$ cat config.mk
export PLATFORM = sky130hd
export DESIGN_NAME = bbc_back
export DESIGN_NICKNAME = d
export VERILOG_FILES = /design/src/rtl/core/bbc_pkg.sv /design/src/rtl/core/bbc_back.sv
export SDC_FILE = /design/constraint.sdc
export NUM_CORES = 1
export LEC_CHECK = 0
export BUFFER_PORTS_ARGS = -buffer_cell sky130_fd_sc_hd__buf_2
export CAP_MARGIN = 40
export CORE_MARGIN = 3
export CORE_UTILIZATION = 62
export CTS_CLUSTER_DIAMETER = 60
export DETAILED_ROUTE_END_ITERATION = 10
export PLACE_DENSITY = 0.8
export SLEW_MARGIN = 15
export SYNTH_ARGS = -nofsm -noshare
export SYNTH_HDL_FRONTEND = slang
export SYNTH_SLANG_ARGS = --single-unit
$ cat constraint.sdc
create_clock -name clk -period 4.6 [get_ports clk]
set_clock_uncertainty 0.15 [all_clocks]
set_input_delay 1.38 -clock clk [delete_from_list [all_inputs] [get_ports clk]]
set_output_delay 1.38 -clock clk [all_outputs]
set_load 0.02 [all_outputs]
$ cat src/rtl/core/bbc_pkg.sv
// Package for the bracket balance checker: word types, status codes, bracket constants.
package bbc_pkg;

    localparam logic [2:0] ST_PENDING   = 3'd0;
    localparam logic [2:0] ST_BALANCED  = 3'd1;
    localparam logic [2:0] ST_ROUND     = 3'd2;
    localparam logic [2:0] ST_SQUARE    = 3'd3;
    localparam logic [2:0] ST_CURLY     = 3'd4;
    localparam logic [2:0] ST_UNMATCHED = 3'd5;
    localparam logic [2:0] ST_UNCLOSED  = 3'd6;
    localparam logic [2:0] ST_OVERFLOW  = 3'd7;

    localparam logic [1:0] KIND_ROUND  = 2'd0;
    localparam logic [1:0] KIND_SQUARE = 2'd1;
    localparam logic [1:0] KIND_CURLY  = 2'd2;

    localparam logic [7:0] CH_OPEN_ROUND   = 8'h28;
    localparam logic [7:0] CH_OPEN_SQUARE  = 8'h5B;
    localparam logic [7:0] CH_OPEN_CURLY   = 8'h7B;
    localparam logic [7:0] CH_CLOSE_ROUND  = 8'h29;
    localparam logic [7:0] CH_CLOSE_SQUARE = 8'h5D;
    localparam logic [7:0] CH_CLOSE_CURLY  = 8'h7D;

    localparam logic [6:0] DEPTH_MAX_OUT = 7'd127;

    typedef struct packed {
        logic [7:0] symbol;
        logic       last_symbol;
    } sym_word_t;

    typedef struct packed {
        logic [2:0] status;
        logic [6:0] nesting_depth;
        logic       text_done;
    } res_word_t;

    typedef struct packed {
        logic       is_open;
        logic       is_close;
        logic [1:0] kind;
        logic       last;
    } op_word_t;

endpackage

$ cat src/rtl/core/bbc_back.sv
// Stack engine: bracket stack with registered top, error latch and result register.
module bbc_back #(
    parameter int STACK_DEPTH = 64
) (
    input  logic               clk,
    input  logic               rst_n,
    input  logic               op_valid,
    input  bbc_pkg::op_word_t  op_word,
    output logic               op_pop,
    output logic               res_valid,
    input  logic               res_stall,
    output bbc_pkg::res_word_t res_word
);
    import bbc_pkg::*;

    localparam int AW = (STACK_DEPTH > 1) ? $clog2(STACK_DEPTH) : 1;
    localparam int PW = $clog2(STACK_DEPTH + 1);
    localparam int DW = (PW > 7) ? PW : 7;

    logic [1:0]    stack_mem [STACK_DEPTH];
    logic [1:0]    below_reg;
    logic [1:0]    top_reg;
    logic [1:0]    top_next;
    logic [PW-1:0] sp_reg;
    logic [PW-1:0] sp_next;
    logic [PW-1:0] sp_post;
    logic [2:0]    err_reg;
    logic [2:0]    err_next;
    logic          fire;
    logic          stack_we;
    logic [AW-1:0] rd_addr;
    logic [DW-1:0] sp_wide;
    logic          res_valid_reg;
    res_word_t     res_word_reg;
    res_word_t     res_word_next;

    assign fire      = op_valid && (!res_valid_reg || !res_stall);
    assign op_pop    = fire;
    assign res_valid = res_valid_reg;
    assign res_word  = res_word_reg;

    always_comb
    begin
        err_next = err_reg;
        sp_post  = sp_reg;
        top_next = top_reg;
        stack_we = 1'b0;
        if (fire && (err_reg == ST_PENDING))
        begin
            if (op_word.is_open)
            begin
                if (sp_reg == PW'(STACK_DEPTH))
                begin
                    err_next = ST_OVERFLOW;
                end
                else
                begin
                    stack_we = 1'b1;
                    top_next = op_word.kind;
                    sp_post  = sp_reg + PW'(1);
                end
            end
            else if (op_word.is_close)
            begin
                if (sp_reg == '0)
                begin
                    err_next = ST_UNMATCHED;
                end
                else if (top_reg == op_word.kind)
                begin
                    top_next = below_reg;
                    sp_post  = sp_reg - PW'(1);
                end
                else
                begin
                    err_next = ST_ROUND + {1'b0, op_word.kind};
                end
            end
        end

        sp_wide = DW'(sp_post);
        res_word_next.nesting_depth = (sp_wide > DW'(DEPTH_MAX_OUT)) ?
                                      DEPTH_MAX_OUT : sp_wide[6:0];
        res_word_next.text_done = op_word.last;
        sp_next = sp_post;
        if (op_word.last)
        begin
            if (err_next != ST_PENDING)
            begin
                res_word_next.status = err_next;
            end
            else
            begin
                res_word_next.status = (sp_post == '0) ? ST_BALANCED : ST_UNCLOSED;
            end
            if (fire)
            begin
                sp_next  = '0;
                err_next = ST_PENDING;
            end
        end
        else
        begin
            res_word_next.status = err_next;
        end

        rd_addr = sp_next[AW-1:0] - AW'(2);
    end

    always_ff @(posedge clk or negedge rst_n)
    begin
        if (!rst_n)
        begin
            sp_reg        <= '0;
            err_reg       <= ST_PENDING;
            res_valid_reg <= 1'b0;
        end
        else
        begin
            sp_reg  <= sp_next;
            err_reg <= err_next;
            if (fire)
            begin
                res_valid_reg <= 1'b1;
            end
            else if (!res_stall)
            begin
                res_valid_reg <= 1'b0;
            end
        end
    end

    always_ff @(posedge clk)
    begin
        top_reg <= top_next;
        if (fire)
        begin
            res_word_reg <= res_word_next;
        end
    end

    // entry below the top is prefetched for the next pop
    always_ff @(posedge clk)
    begin
        if (stack_we)
        begin
            stack_mem[sp_reg[AW-1:0]] <= op_word.kind;
        end
        below_reg <= stack_mem[rd_addr];
    end

endmodule
# After elaboration in Yosys (flattened, before gate mapping)
# Memories as Yosys holds them, arrays and structs flattened. A register that Yosys moved wholly into a read port is not among the register bits.
# Cells that the tools add are included.
# Widths: inputs -> output; s select.
[word_totals]
ram_bits = 128
memories = 1
ff_bits = 24
in_bits = 9
out_inout_bits = 13
word_cells = 61
[op_classes]
n_addsub = 4
n_reduce_logical = 12
eq_ne = 5
magnitude_cmp = 1
mux = 31
[mem_list]
columns = ["name", "words", "width", "rd", "rd_clocked_by_memory_dff", "wr", "line_no", "rtl"]
rows = [
  ["stack_mem", 64, 2, 1, 1, 1, "bbc_back.sv:20", "logic [1:0] stack_mem [STACK_DEPTH];"],
]
[op_table]
columns = ["op", "n"]
rows = [
  ["$mux 7", 8],
  ["$mux 3", 11],
  ["$logic_not 7->1", 2],
  ["$mux 2", 5],
  ["$add 7x1->7 const B", 1],
  ["$eq 7x7->1 const B", 1],
  ["$gt 7x7->1 const B", 1],
  ["$mux 1", 7],
  ["$sub 7x1->7 const B", 1],
  ["$sub 6x2->6 const B", 1],
  ["$reduce_and 5->1", 1],
  ["$ne 2x2->1 const B", 2],
  ["$reduce_bool 2->1", 2],
  ["$add 2x2->3 const A", 1],
  ["$logic_not 3->1", 1],
  ["$reduce_bool 3->1", 1],
  ["$eq 2x2->1", 1],
  ["$logic_and 1x1->1", 2],
  ["$logic_not 1->1", 2],
  ["$ne 2x1->1 const B", 1],
  ["$logic_or 1x1->1", 1],
]

# Depth between registers and ports, before layout
# Gate-level depths: netlist of run 1.
[logic_depth]
word_depth = 10
ltp_mapped = 16
depth_no_buf = 14

# Worst setup path before layout of run 1
# No wires, ideal clock.
[synth_path]
path_kind = "input to register"
startpoint = "input port op_valid"
endpoint = "register below_reg[0] (read register of stack_mem)"
t_required_ns = 4.313
slack_ns = 0.254
arrival_time_ns = 4.058
setup_ns = 0.137
cell_stages = 15
path_buffers = 5
path_cell_list = "a21bo_4 -> clkinv_8 -> and2_1 -> buf_2 -> and4_1 -> a211oi_2 -> buf_2 -> buf_2 -> ha_1 -> buf_1 -> clkbuf_1 -> o21ai_1 -> o22ai_1 -> o311ai_0 -> nand4_1"
[synth_between]
elab_chain_cells = 6
[synth_rtl]
columns = ["item", "line_no", "rtl"]
rows = [
  ["from (decl)", "bbc_back.sv:7", "input logic op_valid,"],
  ["$logic_and 1x1->1 *", "bbc_back.sv:37", "assign fire = op_valid && (!res_valid_reg || !res_stall);"],
  ["net op_pop", "bbc_back.sv:9", "output logic op_pop,"],
  ["$logic_and 1x1->1", "bbc_back.sv:48", "if (fire && (err_reg == ST_PENDING))"],
  ["$mux 7", "bbc_back.sv:48", ""],
  ["$mux 7", "bbc_back.sv:96", "if (fire)"],
  ["$mux 7 *", "bbc_back.sv:86", "if (op_word.last)"],
  ["$sub 6x2->6 *", "bbc_back.sv:107", "rd_addr = sp_next[AW-1:0] - AW'(2);"],
  ["to (decl)", "bbc_back.sv:21", "logic [1:0] below_reg;"],
]
# The timed path passes the listed nets; every way through them passes the cells marked *.
# A chain may end at the register's enable or synchronous reset.

# Worst setup path in the final report of run 1
[layout_path]
startpoint = "input port res_stall"
endpoint = "register below_reg[0] (read register of stack_mem)"
[layout_between]
elab_chain_cells = 8
[layout_rtl]
columns = ["item", "line_no", "rtl"]
rows = [
  ["from (decl)", "bbc_back.sv:11", "input logic res_stall,"],
  ["$logic_not 1->1 *", "n/a", ""],
  ["$logic_or 1x1->1 *", "bbc_back.sv:37", ""],
  ["$logic_and 1x1->1 *", "bbc_back.sv:37", ""],
  ["$logic_and 1x1->1", "bbc_back.sv:48", ""],
  ["$mux 7", "bbc_back.sv:48", ""],
  ["$mux 7", "bbc_back.sv:96", ""],
  ["$mux 7 *", "bbc_back.sv:86", ""],
  ["$sub 6x2->6 *", "bbc_back.sv:107", ""],
]
# Every way passes the cells marked *; elsewhere a longest branch is shown, timed or not.

==> run metrics, run 1 <==
PortBufs 21; hpwl dp 11000 um; Vias/cell between 6 and 7; largest net degree at the start of global routing between 60 and 70; fin nets 584; vias in the first global route between 4000 and 5000; Min Hold Slack 0.394 ns; die area 12900 um^2; Synth Area per Inst 13.3 um^2; RePlAce Congestion just under 1; EDFF count, synth 141; Area Growth Syn to Fin 14.0%; fmax 0.236 GHz; worst-case clock buffer depth 2; CTS Hold Buffers Added 0; Netlist cell types 69; Crit. End Element flop; Final period util 0.923; status complete, no violations; Post-synth ARST share 0.0714; Die Wd about 110 um; die height roughly 110 um; crit path from res_stall; initial core utilization 0.650; post-synthesis sequential area ratio 0.631; crit path kind input pin to flop; Syn. warnings 0; setup violators final 0; R2R Setup Slk approximately 0.48 ns; clock sinks 154; setup TNS 0 ns; initial antenna violation count 0; GRT overflow 0; DR iter-0 viols around 540; layout cells sized above 1 0.209; post-cts sizing count 0; ANT nets after route 0; drt drc 0; WL final 16800 um; Clock transition at path regs 0.06 ns; cell taking the most area after synthesis edfxtp_1; Critical Path Source Type input pin; synth top area cells edfxtp_1 (59%), mux2i_1 (6.8%), mux2_2 (4.1%), nor2_1 (4.0%), dfrtp_1 (3.8%); RSZ-0062 raised after global routing no; Post CTS Setup Buffer Count 0; P per Cell Area between 500 and 600 nW/um^2; Crit path arrival time 4.38 ns; hold crit path type flop to flop; share of the synthesized area in the top cell type 0.588; Largest register FFs 128; CTS root buffer clkbuf_16; I/O Pins 22; worst skew pair latency 0.43 ns; LEAKAGE 2.99 nW; top cells by count, synth edfxtp_1 (141), nor2_1 (76), mux2i_1 (49), mux2_2 (26), nand2_1 (25); Primary FF master, synth edfxtp_1; CP max FO 20; relative slew slack 0.551; vias 4777; FF-to-FF Start sp_reg[1]; Yosys reg bits between 150 and 200; Max-Cap Viols 0; Mapped Cells 540; drt wl/cell 23.2 um; ant diodes 0; Tot GR Track Use 0.277; Max Slew Vio Count 0; TritonCTS buffer count 17; synthesized area between 7000 and 8000 um^2; slew of the pin with the lowest slew margin roughly 0.67 ns; TritonRoute pass-1 iters 5; CTS tree built; CTS H-Tree Depth 4; Synthesized Nets 552; Hold Fails Final Rpt 0; Final Critical Period about 4.2 ns; Critical Path RT about 4.7 ns; Core Util, Final 0.741; most frequent cell after synthesis edfxtp_1; first-pass GRT wire length around 27000 um; hold path start res_valid; # rows 38; FILL cells 727; Finished Layout Cells ~730; placed insts just under 700; core box area around 11000 um^2; VDD IR max 381 uV
cell usage in the layout (no fill, tap or decap), types with 3 or more instances in the layout:
cell / instances
nor3_1: 3
a31oi_1: 3
mux2_2: 26
buf_12: 4
o21ai_0: 9
o2111a_1: 8
xnor2_1: 6
nand3_1: 14
nor2b_1: 8
mux2i_1: 48
o22ai_1: 9
nor4_1: 3
nand2_1: 25
inv_1: 19
dfrtp_1: 11
edfxtp_1: 141
nor2_1: 76
buf_2: 21
bufinv_16: 5
a21oi_1: 9
o311ai_0: 6
nand4_1: 6
ha_1: 3
a2111oi_0: 8
nor3_2: 4
clkbuf_16: 17
a211oi_1: 9
buf_4: 19
metrics by stage:
| step | area [um^2] | setup slack (ns) | power, mW |
|---|---|---|---|
| final | 8210 | 0.356 | 4.55 |
| after global routing | 8210 | 0.0952 | 4.73 |
| after CTS | 8210 | 0.407 | 4.55 |
| after detailed placement | 7560 | -0.0263 | 3.03 |
| after global placement | 7560 | 0.0878 | 2.99 |
| after floorplan | 7200 | 0.254 | 2.62 |
layout make-up:
cell class / count / area, um^2 / share of cell area
Clock buffer: 18 / 429 / 0.0523
Clock inverter: 14 / 219 / 0.0267
Inverter: 20 / 87.6 / 0.0107
Multi-Input combinational cell: 335 / 2420 / 0.295
Sequential cell: 154 / 4550 / 0.554
Tap cell: 140 / 175 / 0.0213
Timing Repair Buffer: 44 / 328 / 0.0399
metal layers:
metal,vias up,track usage,part of all wire
li1,2126,-,-
met3,58,0.0679,0.087
met4,0,0.121,0.037
met2,261,0.421,0.47
met5,-,0,0
met1,2332,0.384,0.40
cell families after synthesis:
group                      Yosys count  share of synthesized area
AOI/OAI and AO/OA                   89                     0.0995
and+or+nand+nor                    160                      0.110
xor gates and xnor gates             8                    0.00973
buffers and inverters               51                     0.0349
muxes                               75                      0.109
adders and majority gates            3                    0.00521
DFF                                154                      0.631
worst max-delay path, cell delays in order:
cell and delay [ns]:
buf_2 0.11, a21bo_4 0.26, clkinv_8 0.12, and2_1 0.37, o32ai_1 0.20, a211oi_4 0.37
buf_4 0.28, buf_12 0.17, mux2i_1 0.22, mux2_2 0.21, o22ai_1 0.11, o311ai_0 0.41
nand4_1 0.16
power by group:
group          switching, mW  internal [mW]
Combinational          0.802          0.586
Sequential            0.0524           1.59
Clock                  0.554          0.966
final timing paths:
kind | end | cells after the start
max in group asynchronous | sp_reg[4] | 1
min | res_valid | 1
min in group asynchronous | sp_reg[5] | 1
max reg2reg | below_reg[0] | 15
min reg2reg | res_valid | 1
max | below_reg[0] | 13
Power figures use the tool's default switching activity.
==> inputs of run 2 (changes only) <==
CELL_PAD_IN_SITES_DETAIL_PLACEMENT = 1   (was unset)
CELL_PAD_IN_SITES_GLOBAL_PLACEMENT = 1   (was unset)
CORE_UTILIZATION = 44   (was 62)
PLACE_DENSITY = 0.68   (was 0.8)
==> run 2 against run 1 <==
Compared with the run above:
- routed wire length rose by 13%
- power fell by 0.43%
- final cell count rose by 11%
- count of clock-buffer cells in the layout did not move
- die area rose by 39%
- sequential power barely moved
- worst setup slack got worse by 0.045 ns
- largest cell class unchanged
- critical path type unchanged
- sequential cell count did not move
==> run metrics, run 2 (synthesis results as in run 1) <==
PortBufs 21; slew of the pin with the lowest slew margin 0.751 ns; Vias/cell 5.80; Tot GR Track Use 0.221; setup TNS 0 ns; Max Slew Vio Count 0; post-cts sizing count 0; vias in the first global route 4941; die height 134 um; Finished Layout Cells 802; worst-case clock buffer depth 2; P per Cell Area around 550 nW/um^2; fmax 0.233 GHz; VDD IR max 286 uV; R2R Setup Slk between 0.6 and 0.7 ns; CP max FO 8; FILL cells 1616; TritonCTS buffer count 17; CTS Hold Buffers Added 0; WL final 19000 um; status complete, no violations; Largest register FFs 128; Post CTS Setup Buffer Count 0; Hold Fails Final Rpt 0; Hold Path Sink res_valid; Max-Cap Viols 0; layout cells sized above 1 0.206; drt wl/cell 23.7 um; Crit path arrival time 4.51 ns; placed insts a little under 800; setup violators final 0; fin nets just under 600; Critical Path Source Type input pin; first-pass GRT wire length 29500 um; RSZ-0062 raised after global routing no; core box area around 16000 um^2; clock sinks 154; TritonRoute pass-1 iters 5; Buffers & Inverters on Critical Path 2; most frequent CP cell nand4_1; CTS H-Tree Depth 4; RR Endpoint below_reg[0]; worst-path cell chain buf_2 -> xnor2_1 -> nand4_1 -> a221oi_1 -> o21ai_0 -> a22o_1 -> inv_1 -> ha_1 -> nor3_1 -> or2_0 -> a2111oi_0 -> o311ai_0 -> nand4_1; Final Critical Period 4.29 ns; CTS root buffer clkbuf_16; ANT nets after route 0; drt drc 0; crit path kind input pin to flop; I/O Pins 22; Slowest-stage cell, CP a2111oi_0; hold path start res_valid; # rows 46; RePlAce Congestion 0.956; DR iter-0 viols between 400 and 500; Final period util 0.932; ant diodes 0; Clock transition at path regs 0.06 ns; LEAKAGE roughly 3.0 nW; commonest cells after routing, fill and taps aside edfxtp_1 (141), nor2_1 (76), mux2i_1 (48); Max stage delay on crit path between 0.5 and 0.6 ns; CTS tree built; initial antenna violation count 0; worst hold path depth 1; Final WS setup 0.311 ns; die area between 15000 and 20000 um^2; vias 4655; cell family with most CP delay compound AO/OA/AOI/OAI gates; FF-to-FF path depth 14; Place WS -0.0395 ns; GRT overflow 0; largest net degree at the start of global routing just under 70; worst skew pair latency 0.43 ns; commonest non-fill, non-tap cell in the layout edfxtp_1; relative slew slack 0.498; Area Growth Syn to Fin 14.8%; Critical Path RT slightly below 5 ns; hpwl dp 12500 um; Overall Power between 4 and 5 mW; FF-to-FF Start sp_reg[0]; hold crit path type flop to flop; Die Wd 134 um; Crit. End Element flop; initial core utilization 0.452
==> run 2: worst reg2reg max path: stages, from the launching register on <==
cell and delay, ns:
dfrtp_1 0.40, inv_1 0.16, ha_1 0.27, nor3b_4 0.31, a31oi_1 0.17, a221oi_1 0.38, o21ai_0 0.16, a22o_1 0.28
inv_1 0.07, ha_1 0.18, nor3_1 0.10, or2_0 0.35, a2111oi_0 0.52, o311ai_0 0.24, nand4_1 0.13
==> run 2: area by class of cell <==
cell class,count,area (um^2),area share
Multi-Input combinational cell,335,2420,0.293
Timing Repair Buffer,45,310,0.0375
Inverter,20,87.6,0.0106
Tap cell,216,270,0.0327
Clock inverter,14,200,0.0242
Sequential cell,154,4550,0.550
Clock buffer,18,429,0.0519
==> run 2: per-stage QoR <==
stage | cell area [um^2] | hold slack (ns) | util
floorplan | 7200 | 0.359 | -
global placement | 7640 | 0.356 | 0.479
detailed placement | 7640 | 0.371 | 0.479
CTS | 8270 | 0.387 | 0.519
global route | 8270 | 0.420 | 0.519
finish | 8270 | 0.383 | 0.519
==> run 2: where the power goes <==
group	internal [mW]	total (mW)	switching (mW)
sequential	1.59	1.63	0.0397
clock	0.955	1.52	0.563
combinational	0.554	1.38	0.830
total	3.10	4.53	1.43
==> run 2: per-layer routing <==
layer,up-vias,share of wire,GRT usage
met4,0,0.022,0.0766
met5,-,0,0
met3,31,0.045,0.0514
li1,2135,-,-
met2,121,0.49,0.351
met1,2368,0.45,0.302
==> run 2: worst max-delay path by stage <==
| stage | depth (start not counted) | start | endpoint |
|---|---|---|---|
| detailed placement | 13 | op_word[2] | below_reg[0] |
| global placement | 13 | op_word[2] | below_reg[0] |
| CTS | 13 | op_word[2] | below_reg[0] |
| floorplan | 15 | op_valid | below_reg[0] |
| global route | 13 | op_word[2] | below_reg[0] |
| finish | 13 | op_word[2] | below_reg[0] |
==> inputs of run 3 (changes only) <==
ABC_AREA = 1   (was unset)
CORE_UTILIZATION = 49   (was 44)
PLACE_DENSITY = 0.79   (was 0.68)
==> run 3 against run 2 <==
Compared with the run above:
- power fell by 3.5%
- register-to-register slack improved by 0.35 ns
- via count rose by 28%
- core utilization rose by 4.1 points
- area after synthesis rose by 6.8%
- synthesized cell count rose by 55%
- combinational power fell by 11%
- final cell count rose by 35%
- sequential power rose by 4%
- non-clock buffer count fell by 13
- sequential share of layout area fell by 1.8 points
- critical endpoint is now below_reg[1]
- largest power group unchanged
==> run metrics, run 3 <==
Max-Cap Viols 0; TritonRoute pass-1 iters 6; synthesized area 7690 um^2; P per Cell Area about 510 nW/um^2; worst-case clock buffer depth 2; clock sinks 154; Final period util 0.849; vias in the first global route 6401; initial core utilization 0.504; Core Util, Final 0.560; top cells by count, synth nand2_1 (190), nand3_1 (156), inv_1 (154), edfxtp_1 (141), nor2_1 (86); PortBufs 21; Primary FF master, synth edfxtp_1; Yosys reg bits 154; Clock transition at path regs 0.07 ns; Synth Area per Inst between 9 and 10 um^2; Syn. warnings 0; drt wl/cell 20.9 um; Synth Area in Adders 0.00488; compound-gate portion of the synthesized area 0.0254; slew of the pin with the lowest slew margin 0.783 ns; Post-synth ARST share 0.0714; CP max FO 16; worst skew pair latency 0.43 ns; drt drc 0; cell taking the most area after synthesis edfxtp_1; die height between 100 and 150 um; layout cells sized above 1 0.104; Die Wd 131 um; main combinational cell family by area after synthesis simple AND/OR/NAND/NOR gates; CTS H-Tree Depth 4; WL final 22700 um; fmax ~0.26 GHz; most frequent cell after synthesis nand2_1; Critical Path Source Type input pin; TritonCTS buffer count 17; Crit path arrival time roughly 4.1 ns; RePlAce Congestion between 0.8 and 0.9; Largest register FFs 128; Finished Layout Cells 1085; Hold Fails Final Rpt 0; GRT overflow 0; VDD IR max about 330 uV; placed insts 1053; Post CTS Setup Buffer Count 0; Area Growth Syn to Fin 11.1%; DR iter-0 viols 490; Tot GR Track Use 0.270; setup violators final 0; FILL cells about 1800; first-pass GRT wire length around 36000 um; setup TNS 0 ns; Final Critical Period 3.91 ns; commonest non-fill, non-tap cell in the layout nand2_1; hold crit path type flop to flop; Crit. End Element flop; crit path kind input pin to flop; LEAKAGE between 3 and 4 nW; # rows between 40 and 50; Mapped Cells 838; worst-path cell chain buf_2 -> inv_1 -> nand2_1 -> nand2_1 -> nand3_1 -> inv_1 -> nand2_1 -> nand2_1 -> nand3_1 -> nand2_1 -> o21ai_1 -> o21ai_1 -> inv_1 -> ha_1 -> inv_1 -> nand3_1 -> nand3_1 -> nand3_1 -> nand3_1 -> nand2_1; CTS Hold Buffers Added 0; Place WS between 0.2 and 0.3 ns; post-cts sizing count 0; CTS tree built; largest net degree at the start of global routing 65; Overall Power 4.37 mW; RSZ-0062 raised after global routing no; ANT nets after route 0; Synthesized Nets 850; mux contribution to synthesized area 0; Slowest-stage cell, CP inv_1; flip-flop and latch area between 4000 and 5000 um^2; post-synthesis sequential area ratio 0.591; core box area between 15000 and 20000 um^2; Max Slew Vio Count 0; Vias/cell 5.50; Critical Path RT 4.78 ns; relative slew slack 0.476; hpwl dp ~15000 um; die area around 17000 um^2; Post-Synth XOR/XNOR Area 0.00341; footprint of the multi-input gates 2330 um^2; CTS root buffer clkbuf_16; vias 5965; fin nets 873; Netlist cell types 36; Max stage delay on crit path approximately 0.40 ns; EDFF count, synth 141; synth top area cells edfxtp_1 (55%), nand3_1 (10%), nand2_1 (9.3%), inv_1 (7.5%), nor2_1 (4.2%); initial antenna violation count 2; Simple-Gate Fraction of Synth Area 0.269; commonest cells after routing, fill and taps aside nand2_1 (190), nand3_1 (156), inv_1 (154); share of the synthesized area in the top cell type 0.550; status complete, no violations; I/O Pins 22; ant diodes 0; Final WS setup 0.693 ns
==> run 3: cell count changes after synthesis, sizes merged, moves of 13 or more <==
cell and delta:
inv +141, nand3 +148, mux2i -49, nor2 +13
mux2 -26, nand2 +174
==> run 3: metrics by stage <==
step | cell area (um^2) | hold WS [ns]
after floorplan | 7690 | 0.334
after global placement | 7950 | 0.339
after detailed placement | 7950 | 0.351
after CTS | 8550 | 0.366
after global routing | 8550 | 0.410
final | 8550 | 0.361
==> run 3: report_power, final <==
group | total (mW) | switching (mW) | internal [mW] | leakage [nW]
Clock | 1.44 | 0.592 | 0.851 | 0.282
Sequential | 1.69 | 0.0852 | 1.61 | 1.43
Combinational | 1.23 | 0.891 | 0.343 | 1.93
Total | 4.37 | 1.57 | 2.80 | 3.65
==> run 3: final timing paths <==
check | start | end | slack, ns | cells past startpoint
max | op_word[1] | below_reg[1] | 0.69 | 20
min | res_valid | res_valid | 0.36 | 2
max reg2reg | sp_reg[1] | below_reg[1] | 1.00 | 19
min reg2reg | res_valid | res_valid | 0.36 | 2
max in group asynchronous | rst_n | sp_reg[5] | 3.40 | 1
min in group asynchronous | rst_n | sp_reg[3] | 0.67 | 1
==> run 3: critical path, delay by kind of cell <==
family          cells  cell delay [ns]
simple gates       12             1.08
buf+inv             5             0.88
compound gates      2             0.43
fa+ha+maj           1             0.32
==> run 3: kinds of logic after synthesis <==
group                    Yosys count
XOR/XNOR                           3
flip-flops                       154
buffers and inverters            188
adder cells (fa/ha/maj)            3
AO/OA/AOI/OAI                     33
AND/OR/NAND/NOR                  457
==> run 3: final cells by class <==
type,count,area share
clock buffers,17,0.0498
inverters,160,0.0709
multi-input cells,496,0.273
repair buffers,32,0.0234
clock inverters,15,0.0202
flip-flops and latches,154,0.532
well taps,211,0.0309
==> run 3: routing by layer <==
metal / up-vias / global-route usage / part of all wire
met5: - / 0 / 0
met4: 0 / 0.0858 / 0.024
met2: 156 / 0.460 / 0.50
met3: 46 / 0.0678 / 0.056
met1: 3005 / 0.339 / 0.42
li1: 2758 / - / -
